File: src/rtl/otfl_pkg.sv
// shared types, codes and microprogram for the object table free list
package otfl_pkg;

  localparam int TABLE_DEPTH_DEF = 256;
  localparam int SLOT_LIMIT      = 256;
  localparam int REF_W           = 64;
  localparam int SLOT_W          = 8;
  localparam int COUNT_W         = 9;
  localparam int PC_W            = 4;

  localparam logic [1:0] OP_ADD      = 2'd0;
  localparam logic [1:0] OP_REMOVE   = 2'd1;
  localparam logic [1:0] OP_LOOKUP   = 2'd2;
  localparam logic [1:0] OP_CONTAINS = 2'd3;

  localparam logic [1:0] ST_OK   = 2'd0;
  localparam logic [1:0] ST_BAD  = 2'd1;
  localparam logic [1:0] ST_FULL = 2'd2;

  // address select
  localparam logic [1:0] A_HEAD = 2'd0;
  localparam logic [1:0] A_SLOT = 2'd1;
  localparam logic [1:0] A_USED = 2'd2;
  localparam logic [1:0] A_SCAN = 2'd3;

  // write data select
  localparam logic W_REF  = 1'b0;
  localparam logic W_HEAD = 1'b1;

  // register actions
  localparam logic [1:0] ACT_NONE     = 2'd0;
  localparam logic [1:0] ACT_POP      = 2'd1;
  localparam logic [1:0] ACT_PUSH     = 2'd2;
  localparam logic [1:0] ACT_INC_USED = 2'd3;

  // result updates
  localparam logic [2:0] RES_NONE      = 3'd0;
  localparam logic [2:0] RES_SLOT_HEAD = 3'd1;
  localparam logic [2:0] RES_SLOT_USED = 3'd2;
  localparam logic [2:0] RES_WORD      = 3'd3;
  localparam logic [2:0] RES_FULL      = 3'd4;
  localparam logic [2:0] RES_BAD       = 3'd5;
  localparam logic [2:0] RES_MATCH     = 3'd6;

  // jump conditions
  localparam logic [2:0] C_NEVER     = 3'd0;
  localparam logic [2:0] C_HEAD_ZERO = 3'd1;
  localparam logic [2:0] C_FULL      = 3'd2;
  localparam logic [2:0] C_BAD       = 3'd3;
  localparam logic [2:0] C_SKIP      = 3'd4;
  localparam logic [2:0] C_MORE      = 3'd5;

  // program entry points and shared steps
  localparam logic [PC_W-1:0] PC_ADD      = 4'd1;
  localparam logic [PC_W-1:0] PC_ADD_NEW  = 4'd3;
  localparam logic [PC_W-1:0] PC_FULL     = 4'd5;
  localparam logic [PC_W-1:0] PC_REMOVE   = 4'd6;
  localparam logic [PC_W-1:0] PC_BAD      = 4'd8;
  localparam logic [PC_W-1:0] PC_LOOKUP   = 4'd9;
  localparam logic [PC_W-1:0] PC_CONTAINS = 4'd11;
  localparam logic [PC_W-1:0] PC_SCAN     = 4'd13;
  localparam logic [PC_W-1:0] PC_FINISH   = 4'd14;

  typedef struct packed {
    logic [1:0]      asel;
    logic            rd;
    logic            wr;
    logic            wsel;
    logic [1:0]      act;
    logic            scan_inc;
    logic [2:0]      res;
    logic            done;
    logic [2:0]      cond;
    logic [PC_W-1:0] target;
  } ctl_t;

  typedef struct packed {
    logic head_zero;
    logic full;
    logic bad;
    logic skip;
    logic more;
  } flags_t;

  function automatic logic [PC_W-1:0] entry_pc(input logic [1:0] op);
    logic [PC_W-1:0] pc;
    case (op)
      OP_ADD:    pc = PC_ADD;
      OP_REMOVE: pc = PC_REMOVE;
      OP_LOOKUP: pc = PC_LOOKUP;
      default:   pc = PC_CONTAINS;
    endcase
    return pc;
  endfunction

  function automatic ctl_t ucode(input logic [PC_W-1:0] pc);
    ctl_t c;
    c = '0;
    case (pc)
      4'd1: begin
        c.asel = A_HEAD; c.rd = 1'b1; c.cond = C_HEAD_ZERO; c.target = PC_ADD_NEW;
      end
      4'd2: begin
        c.asel = A_HEAD; c.wr = 1'b1; c.wsel = W_REF; c.act = ACT_POP;
        c.res = RES_SLOT_HEAD; c.done = 1'b1;
      end
      4'd3: begin
        c.cond = C_FULL; c.target = PC_FULL;
      end
      4'd4: begin
        c.asel = A_USED; c.wr = 1'b1; c.wsel = W_REF; c.act = ACT_INC_USED;
        c.res = RES_SLOT_USED; c.done = 1'b1;
      end
      4'd5: begin
        c.res = RES_FULL; c.done = 1'b1;
      end
      4'd6: begin
        c.cond = C_BAD; c.target = PC_BAD;
      end
      4'd7: begin
        c.asel = A_SLOT; c.wr = 1'b1; c.wsel = W_HEAD; c.act = ACT_PUSH; c.done = 1'b1;
      end
      4'd8: begin
        c.res = RES_BAD; c.done = 1'b1;
      end
      4'd9: begin
        c.asel = A_SLOT; c.rd = 1'b1; c.cond = C_BAD; c.target = PC_BAD;
      end
      4'd10: begin
        c.res = RES_WORD; c.done = 1'b1;
      end
      4'd11: begin
        c.cond = C_SKIP; c.target = PC_FINISH;
      end
      4'd12: begin
        c.asel = A_SCAN; c.rd = 1'b1; c.scan_inc = 1'b1;
      end
      4'd13: begin
        c.asel = A_SCAN; c.rd = 1'b1; c.scan_inc = 1'b1; c.res = RES_MATCH;
        c.cond = C_MORE; c.target = PC_SCAN;
      end
      default: begin
        c.done = 1'b1;
      end
    endcase
    return c;
  endfunction

endpackage

File: src/rtl/otfl_seq.sv
// microprogram sequencer: step counter, control rom and conditional jumps
module otfl_seq (
  input  logic                       clk,
  input  logic                       rst,
  input  logic                       go,
  input  logic [1:0]                 op,
  input  otfl_pkg::flags_t           flags,
  output otfl_pkg::ctl_t             ctl,
  output logic                       busy
);

  logic [otfl_pkg::PC_W-1:0] pc;
  logic                      taken;

  assign ctl = busy ? otfl_pkg::ucode(pc) : '0;

  always_comb begin
    case (ctl.cond)
      otfl_pkg::C_HEAD_ZERO: taken = flags.head_zero;
      otfl_pkg::C_FULL:      taken = flags.full;
      otfl_pkg::C_BAD:       taken = flags.bad;
      otfl_pkg::C_SKIP:      taken = flags.skip;
      otfl_pkg::C_MORE:      taken = flags.more;
      default:               taken = 1'b0;
    endcase
  end

  always_ff @(posedge clk) begin
    if (rst) begin
      busy <= 1'b0;
      pc   <= '0;
    end else if (go) begin
      busy <= 1'b1;
      pc   <= otfl_pkg::entry_pc(op);
    end else if (busy) begin
      if (ctl.done) begin
        busy <= 1'b0;
      end
      pc <= taken ? ctl.target : pc + 1'b1;
    end
  end

endmodule

File: config.mk
export PLATFORM = sky130hd
export DESIGN_NAME = otfl_seq
export DESIGN_NICKNAME = d
export VERILOG_FILES = /design/src/rtl/otfl_pkg.sv /design/src/rtl/otfl_seq.sv
export SDC_FILE = /design/constraint.sdc
export NUM_CORES = 1
export LEC_CHECK = 0
export BUFFER_PORTS_ARGS = -buffer_cell sky130_fd_sc_hd__buf_2
export CAP_MARGIN = 20
export CORE_MARGIN = 1.5
export CORE_UTILIZATION = 48
export CTS_CLUSTER_DIAMETER = 40
export DETAILED_ROUTE_END_ITERATION = 8
export GPL_ROUTABILITY_DRIVEN = 0
export PLACE_DENSITY = 0.89
export SLEW_MARGIN = 0
export SYNTH_ARGS = -nofsm -noshare
export SYNTH_HDL_FRONTEND = slang
export SYNTH_SLANG_ARGS = --single-unit
File: constraint.sdc
create_clock -name clk -period 2.65 [get_ports clk]
set_clock_uncertainty 0.1 [all_clocks]
set_input_delay 0.265 -clock clk [delete_from_list [all_inputs] [get_ports clk]]
set_output_delay 0.265 -clock clk [all_outputs]
set_load 0.02 [all_outputs]
# Word-level counts from Yosys, hierarchy flattened
# Index checks and enable logic that the tools add are counted.
# op_classes
reduce_logical	7
n_addsub	1
n_eq_ne	20
mux	16
# op_table
op	count
one-hot mux 7 bit (5 select lines)	1
== test 4 bit (second input constant)	6
one-hot mux 4 bit (3 select lines)	2
2-to-1 mux 19 bit	1
one-hot mux 3 bit (6 select lines)	1
== test 4 x 3 -> 1 bit (second input constant)	4
2-to-1 mux 4 bit	3
== test 4 x 2 -> 1 bit (second input constant)	2
OR reduction 7 bit	1
== test 3 x 2 -> 1 bit (second input constant)	2
== test 3 bit (second input constant)	2
2-to-1 mux 1 bit	6
one-hot mux 2 bit (3 select lines)	1
OR reduction 2 bit	3
one-hot mux 1 bit (5 select lines)	1
adder 4 x 1 -> 4 bit (second input constant)	1
== test 4 x 1 -> 1 bit (second input constant)	1
OR reduction 4 bit	1
== test 3 x 1 -> 1 bit (second input constant)	1
== test 2 x 1 -> 1 bit (second input constant)	1
== test 2 bit (second input constant)	1
logical NOT 2 bit	1
nonzero test 2 bit	1
# totals
register_bits	5
input_bits	10
output_inout_bits	20
wordCells	46

# Longest topological paths before layout
# Gate-level depths: netlist of run 1.
# logic_depth
word_depth	9
ltp_mapped	9

# Worst setup path before layout of run 1
# OpenSTA, ideal clock, no wires.
# synth_timing
path_kind	register to register
from	reg pc[1] (netlist bit)
to	reg pc[0] (netlist bit)
synth_period_minus_slack_ns	2.315
t_required_ns	2.433
arrival_time_ns	2.098
setup_ns	0.117
setup_slack_ns	0.335
stages_incl_launch_ff	10
cell_sequence	dfxtp_1 inv_1 ha_1 buf_2 mux2_2 and3_2 mux2i_1 o221ai_2 mux2i_1 a32o_1
# synth_lines
element	line_no	rtl
start, declared	otfl_seq.sv:12	logic [otfl_pkg::PC_W-1:0] pc;
start signal, assigned	otfl_seq.sv:34	pc <= otfl_pkg::entry_pc(op);
start signal, assigned	otfl_seq.sv:39	pc <= taken ? ctl.target : pc + 1'b1;

# Final worst setup path of run 1
# layout_timing
from	reg pc[1] (netlist bit)
to	reg pc[0] (netlist bit)
# layout_between
elab_chain_len	9
elab_cells_between_ends	18
classes_between	eq/ne (11); mux (6); reduce/logical (1)
# layout_rtl
element	line_no	rtl
== test 4 bit or == test 4 x 3 -> 1 bit (tied branches)	otfl_pkg.sv:99	case (pc)
OR reduction 2 bit (no source line)	-	
one-hot mux 7 bit (5 select lines) (*)	otfl_pkg.sv:99	
2-to-1 mux 19 bit (*)	otfl_seq.sv:15	assign ctl = busy ? otfl_pkg::ucode(pc) : '0;
== test 3 bit, or another cell as far along	otfl_seq.sv:18	case (ctl.cond)
one-hot mux 1 bit (5 select lines)	otfl_seq.sv:18	
2-to-1 mux 4 bit (*)	otfl_seq.sv:39	
2-to-1 mux 4 bit (*)	otfl_seq.sv:35	end else if (busy) begin
2-to-1 mux 4 bit (*)	otfl_seq.sv:32	end else if (go) begin
# Every way passes the cells marked *; elsewhere a longest branch is shown, timed or not. The select of a mux whose other input is x is not followed.
# A chain may end at the register's enable or synchronous reset.

==> results.md, run 1 <==
* Fin. Hold Viols at 0
* M3 GR Usage at 0.00417
* # H-tree levels at 1
* Synth area leader: mux2i_1
* First-pass GRT wire length at 3170 um
* RSZ-0062 raised after global routing: false
* CTS tree: yes
* Post-Syn Area per Cell at 7.45 um2
* CTS clk-pin slew, worst paths at 0.04 ns
* Tcrit/Tclk final at 0.918
* Setup bufs post-CTS at 0
* CTS Buf Count at 3
* Largest net degree at the start of global routing at 14
* Max Freq at 411 MHz
* Multi-input gate area at 602 um2
* Via count at 857
* Worst Path Required at 2.69 ns
* Die height at 43.4 um
* Fin crit period at 2.43 ns
* CP Class: reg -> reg
* Leakage at 0.422 nW
* Slew margin rel. at 0.673
* CTS sink cnt at 5
* Worst-Margin Slew at 0.486 ns
* FF/Latch Area at 100 um2
* Register bit total from synthesis at 5
* DRC Markers at 0
* Fillers at 152
* Grt ovf at 0
* Synth Instances at 105
* Worst setup SP type: flop
* Hpwl dp at 1530 um
* Setup TNS at 0 ns
* VDD IR max at 236 uV
* Max-slew violations at 0
* ANT nets after route at 0
* DR vias/cell at 5.79
* Min-delay worst type: in -> reg
* Initial antenna violation count at 0
* Power per cell area at 337 nW/um2
* Worst-skew pair later-pin latency at 0.25 ns
* Share of cells above drive strength 1 at 0.326
* CP max FO at 10
* DR iter-0 viols at 23
* Overall routed net length at 1940 um
* DP Worst Slack at 0.226 ns
* Die width at 43.4 um
* Reg2Reg Setup Slack at 0.22 ns
* CORE AREA at 1520 um2
* First-pass DRT Iterations at 4
* Top cell type's share of synthesized area at 0.141
* Met2 Usage GRT at 0.367
* Resize count post-CTS at 0
* Synth Cell Area at 782 um2
* Top area cells in the synthesized netlist: mux2i_1 (14%), dfxtp_1 (13%), ha_1 (8.0%)
* Final nets at 148
* GR met1 Demand/Resource at 0.269
* I/O Buffers at 29
* Area delta synth->final at 20.5%
* Sequential area share after synthesis at 0.128
* Vias in the first global route at 766
* Syn nets at 120
* Die ar. at 1880 um2
* Yosys Warn Count at 0
* Worst Path Arrival at 2.47 ns
* Setup-failing EPs final at 0
* Max_cap viols at 0
* Initial Util at 0.513
* Max clock buf depth at 2
* Clock root cell: clkbuf_4
* Hold buffers post-CTS at 0
* Number of diodes at 0
* Nature of the critical path endpoint: flop
* Row cnt at 14
* Final WS setup at 0.218 ns
* Overall Global Routing Usage at 0.211
* Gr busiest metal: met2
* I/O pins at 30
* Outcome: finished, final reports clean
* Count of different cell masters after synthesis at 38
* Drt wl/cell at 13.1 um
## final cells by class
| class | instances | area share |
|---|---|---|
| Clock buffer | 4 | 0.0279 |
| Inverter | 7 | 0.0279 |
| Multi-Input combinational cell | 84 | 0.639 |
| Sequential cell | 5 | 0.106 |
| Tap cell | 16 | 0.0212 |
| Timing Repair Buffer | 32 | 0.178 |
## synthesized netlist by cell type
master    count
a32o_1        1
mux2i_1      11
o22ai_1       2
a221oi_1      1
or2_2         1
ha_1          5
and2_1        1
clkbuf_1      5
a221oi_2      1
a311oi_1      1
xor2_1        1
mux2_2        1
a32oi_1       1
inv_2         1
nand2b_1      3
mux2_4        1
buf_2         1
o21bai_1      1
nor3_1        2
o21ai_0       6
buf_6         2
o22ai_4       1
nand3b_1      2
nand2_1       4
xnor2_1       1
nand3_1       2
o21a_1        3
o221ai_2      1
buf_4         1
a21oi_1       8
and3_2        1
nor2_1       16
a22oi_1       2
nor3b_1       1
inv_1         6
nor2b_1       1
dfxtp_1       5
a211o_1       1
## layer usage
| layer | wire, um | part of all wire | vias up |
|---|---|---|---|
| met5 | 0 | 0 | - |
| met1 | 828 | 0.43 | 399 |
| li1 | - | - | 427 |
| met4 | 18 | 0.0093 | 0 |
| met3 | 76 | 0.039 | 2 |
| met2 | 1010 | 0.52 | 29 |
## sequential cells by signal (all words and copies together) (netlist names)
signal  flops
pc          4
busy        1
## critical path, cell delays in order (launching register included)
cell      delay [ns]
dfxtp_1         0.37
inv_1           0.11
ha_1            0.31
mux2_2          0.32
and3_2          0.24
mux2i_1         0.14
o221ai_2        0.34
mux2i_1         0.13
a32o_1          0.26
## cell families after synthesis
group           Yosys count  synth area share
mux                      13             0.174
flops                     5             0.128
simple gates             34             0.208
xor+xnor                  2            0.0224
compound gates           30             0.285
buf+inv                  16             0.102
fa+ha+maj                 5            0.0800
## cell usage in the layout (no fill, tap or decap), drive strengths merged, types with 4 or more instances in the layout
cell type	instances
buf	32
nor2	16
mux2i	11
a21oi	8
inv	7
o21ai	6
ha	5
dfxtp	5
nand2	4
clkbuf	4
## report_power, final
part           switching, W  internal, W  leakage [nW]
Combinational     0.0000797    0.0000537         0.366
Clock             0.0000331    0.0000570        0.0150
Sequential        0.0000123    0.0000812        0.0414
## worst paths after layout
kind / start / to / depth (start not counted)
setup / recovery: pc[1] / pc[0] / 8
hold / removal: rst / pc[2] / 2
setup reg to reg: pc[1] / pc[0] / 8
hold reg to reg: busy / pc[1] / 2
## through the flow
stage / hold slack (ns) / power (W) / area, um2 / cells / utilization
3_5_place_dp: 0.410 / 0.000227 / 916 / 144 / 0.601
6_report: 0.158 / 0.000317 / 942 / 148 / 0.618
3_3_place_gp: 0.405 / 0.000223 / 916 / 144 / 0.601
4_1_cts: 0.149 / 0.000319 / 942 / 148 / 0.618
2_1_floorplan: 0.231 / 0.000194 / 782 / 105 / -
5_1_grt: 0.162 / 0.000339 / 942 / 148 / 0.618
No activity file was read; power rests on OpenSTA's default activity.
==> run 2, diff against run 1 <==
- BUFFER_PORTS_ARGS: -buffer_cell sky130_fd_sc_hd__buf_2 -> unset
- DONT_BUFFER_PORTS: unset -> 1
- PLACE_DENSITY: 0.89 -> 0.73
==> results.md, run 2 (same netlist as run 1, synthesis figures left out) <==
* Tcrit/Tclk final at 0.930 (was 0.918)
* CP bufs+invs at 0 (was 1)
* ANT nets after route at 0 (unchanged)
* Total net switching power at 0.000117 W (was 0.000125 W)
* Outcome: finished, final reports clean (unchanged)
* Drt wl/cell at 14.3 um (was 13.1 um)
* First-pass DRT Iterations at 4 (unchanged)
* Die height at 43.4 um (unchanged)
* DR iter-0 viols at 7 (was 23)
* Setup bufs post-CTS at 0 (unchanged)
* Fin. Hold Viols at 0 (unchanged)
* Sw Share at 0.385 (was 0.395)
* Max-slew violations at 0 (unchanged)
* Slowest stage delay, CP at 0.42 ns (was 0.37 ns)
* Leakage at 0.308 nW (was 0.422 nW)
* Multi-input gate area at 602 um2 (unchanged)
* CP Class: reg -> reg (unchanged)
* Biggest regs: pc (4), busy (1) (unchanged)
* Hpwl dp at 1400 um (was 1530 um)
* CTS tree: yes (unchanged)
* Sequential power share at 0.304 (was 0.295)
* Setup TNS at 0 ns (unchanged)
* Fin Hold WS at 0.0147 ns (was 0.158 ns)
* Initial antenna violation count at 0 (unchanged)
* Max Freq at 406 MHz (was 411 MHz)
* VDD IR max at 314 uV (was 236 uV)
* Worst-Margin Slew at 0.685 ns (was 0.486 ns)
* Non-Filler Instances at 125 (was 148)
* Fin crit period at 2.46 ns (was 2.43 ns)
* Logic pwr share at 0.403 (was 0.421)
* Row cnt at 14 (unchanged)
* Largest net degree at the start of global routing at 13 (was 14)
* Number of diodes at 0 (unchanged)
* Slew margin rel. at 0.540 (was 0.673)
* # H-tree levels at 1 (unchanged)
* Worst setup SP type: flop (unchanged)
* Die ar. at 1880 um2 (unchanged)
* DP Worst Slack at 0.174 ns (was 0.226 ns)
* Nature of the critical path endpoint: flop (unchanged)
* Grt ovf at 0 (unchanged)
* Most used cell, CP: mux2i_1 (unchanged)
* DRC Markers at 0 (unchanged)
* Clock root cell: clkbuf_4 (unchanged)
* Area delta synth->final at 8.00% (was 20.5%)
* Biggest register: pc (unchanged)
* CTS clk-pin slew, worst paths at 0.04 ns (about the same)
* Final nets at 125 (was 148)
* Overall Global Routing Usage at 0.217 (was 0.211)
* Via count at 759 (was 857)
* Power Internal at 0.000187 W (was 0.000192 W)
* Setup-failing EPs final at 0 (unchanged)
* Most frequent cells in the layout: nor2_1 (16), mux2i_1 (11), a21oi_1 (8), buf_4 (8) (was buf_2 (29), nor2_1 (16), mux2i_1 (11))
* Number of flip-flops in the largest register at 4 (unchanged)
* Die width at 43.4 um (unchanged)
* Vias in the first global route at 704 (was 766)
* Min-delay worst type: in -> reg (unchanged)
* Top Family by Delay on Critical Path: compound AO/OA/AOI/OAI gates (unchanged)
* Initial Util at 0.513 (unchanged)
* RSZ-0062 raised after global routing: false (unchanged)
* Critical-path cell list: ha_1 > mux2i_1 > mux2_4 > a211o_1 > o221ai_2 > mux2i_1 > a32o_1 (was inv_1 > ha_1 > mux2_2 > and3_2 > mux2i_1 > o221ai_2 > mux2i_1 > a32o_1)
* CTS sink cnt at 5 (unchanged)
* Critical-path top delay cell: ha_1 (was dfxtp_1)
* Clock Power Share at 0.293 (was 0.284)
* Max_cap viols at 0 (unchanged)
* Final WS setup at 0.186 ns (was 0.218 ns)
* Max clock buf depth at 2 (unchanged)
* Most common cell after layout, fill and taps aside: nor2_1 (was buf_2)
* I/O pins at 30 (unchanged)
* Power per cell area at 359 nW/um2 (was 337 nW/um2)
* Worst-skew pair later-pin latency at 0.25 ns (about the same)
* Worst Path Required at 2.68 ns (was 2.69 ns)
* CTS Buf Count at 3 (unchanged)
* Placed Instances at 120 (was 144)
* First-pass GRT wire length at 3070 um (was 3170 um)
* I/O Buffers at 0 (was 29)
* CP max FO at 11 (was 10)
* Worst Path Arrival at 2.49 ns (was 2.47 ns)
* Overall routed net length at 1790 um (was 1940 um)
* Share of cells above drive strength 1 at 0.174 (was 0.326)
* Resize count post-CTS at 0 (unchanged)
* DR vias/cell at 6.07 (was 5.79)
* Hold buffers post-CTS at 1 (was 0)
* Fillers at 160 (was 152)
* FF/Latch Area at 100 um2 (unchanged)
* CORE AREA at 1520 um2 (unchanged)
## run 2: final timing paths
path | start | end | slack (ns) | cells past startpoint
min | rst | pc[3] | 0.01 | 1
min reg2reg | pc[2] | pc[2] | 0.65 | 2
max reg2reg | pc[0] | pc[0] | 0.19 | 7
max | pc[0] | pc[0] | 0.19 | 7
## run 2: worst register-to-register path, stage by stage, from the launching register on
cell and delay [ns]:
dfxtp_1 0.40, ha_1 0.42, mux2i_1 0.13, mux2_4 0.29, a211o_1 0.29, o221ai_2 0.32
mux2i_1 0.13, a32o_1 0.27
## run 2: final cells by class
class                   instances  share of cell area
clock buffers                   4              0.0311
inverters                       7              0.0311
multi-input cells              84               0.713
flip-flops and latches          5               0.119
well taps                      16              0.0237
repair buffers                  9              0.0830
## run 2: per-layer routing
| metal | wire, um | share of wire | track usage | vias to the layer above |
|---|---|---|---|---|
| met2 | 904 | 0.50 | 0.367 | 26 |
| li1 | - | - | - | 384 |
| met4 | 38 | 0.021 | 0.127 | 0 |
| met5 | 0 | 0 | 0 | - |
| met3 | 67 | 0.037 | 0.0333 | 5 |
| met1 | 783 | 0.44 | 0.259 | 344 |
## run 2: per-stage QoR
stage / power, W / utilization / area [um2]
after floorplan: 0.000194 / - / 782
after global placement: 0.000212 / 0.530 / 808
after detailed placement: 0.000215 / 0.530 / 808
after CTS: 0.000306 / 0.554 / 845
after global routing: 0.000326 / 0.554 / 845
final: 0.000303 / 0.554 / 845
## run 2: power groups by stage
stage | clock (W) | combinational [W] | sequential, W
global route | 0.0000969 | 0.000135 | 0.0000935
global placement | 0 | 0.000119 | 0.0000933
finish | 0.0000888 | 0.000122 | 0.0000922
floorplan | 0 | 0.000106 | 0.0000884
detailed placement | 0 | 0.000122 | 0.0000936
CTS | 0.0000903 | 0.000123 | 0.0000922
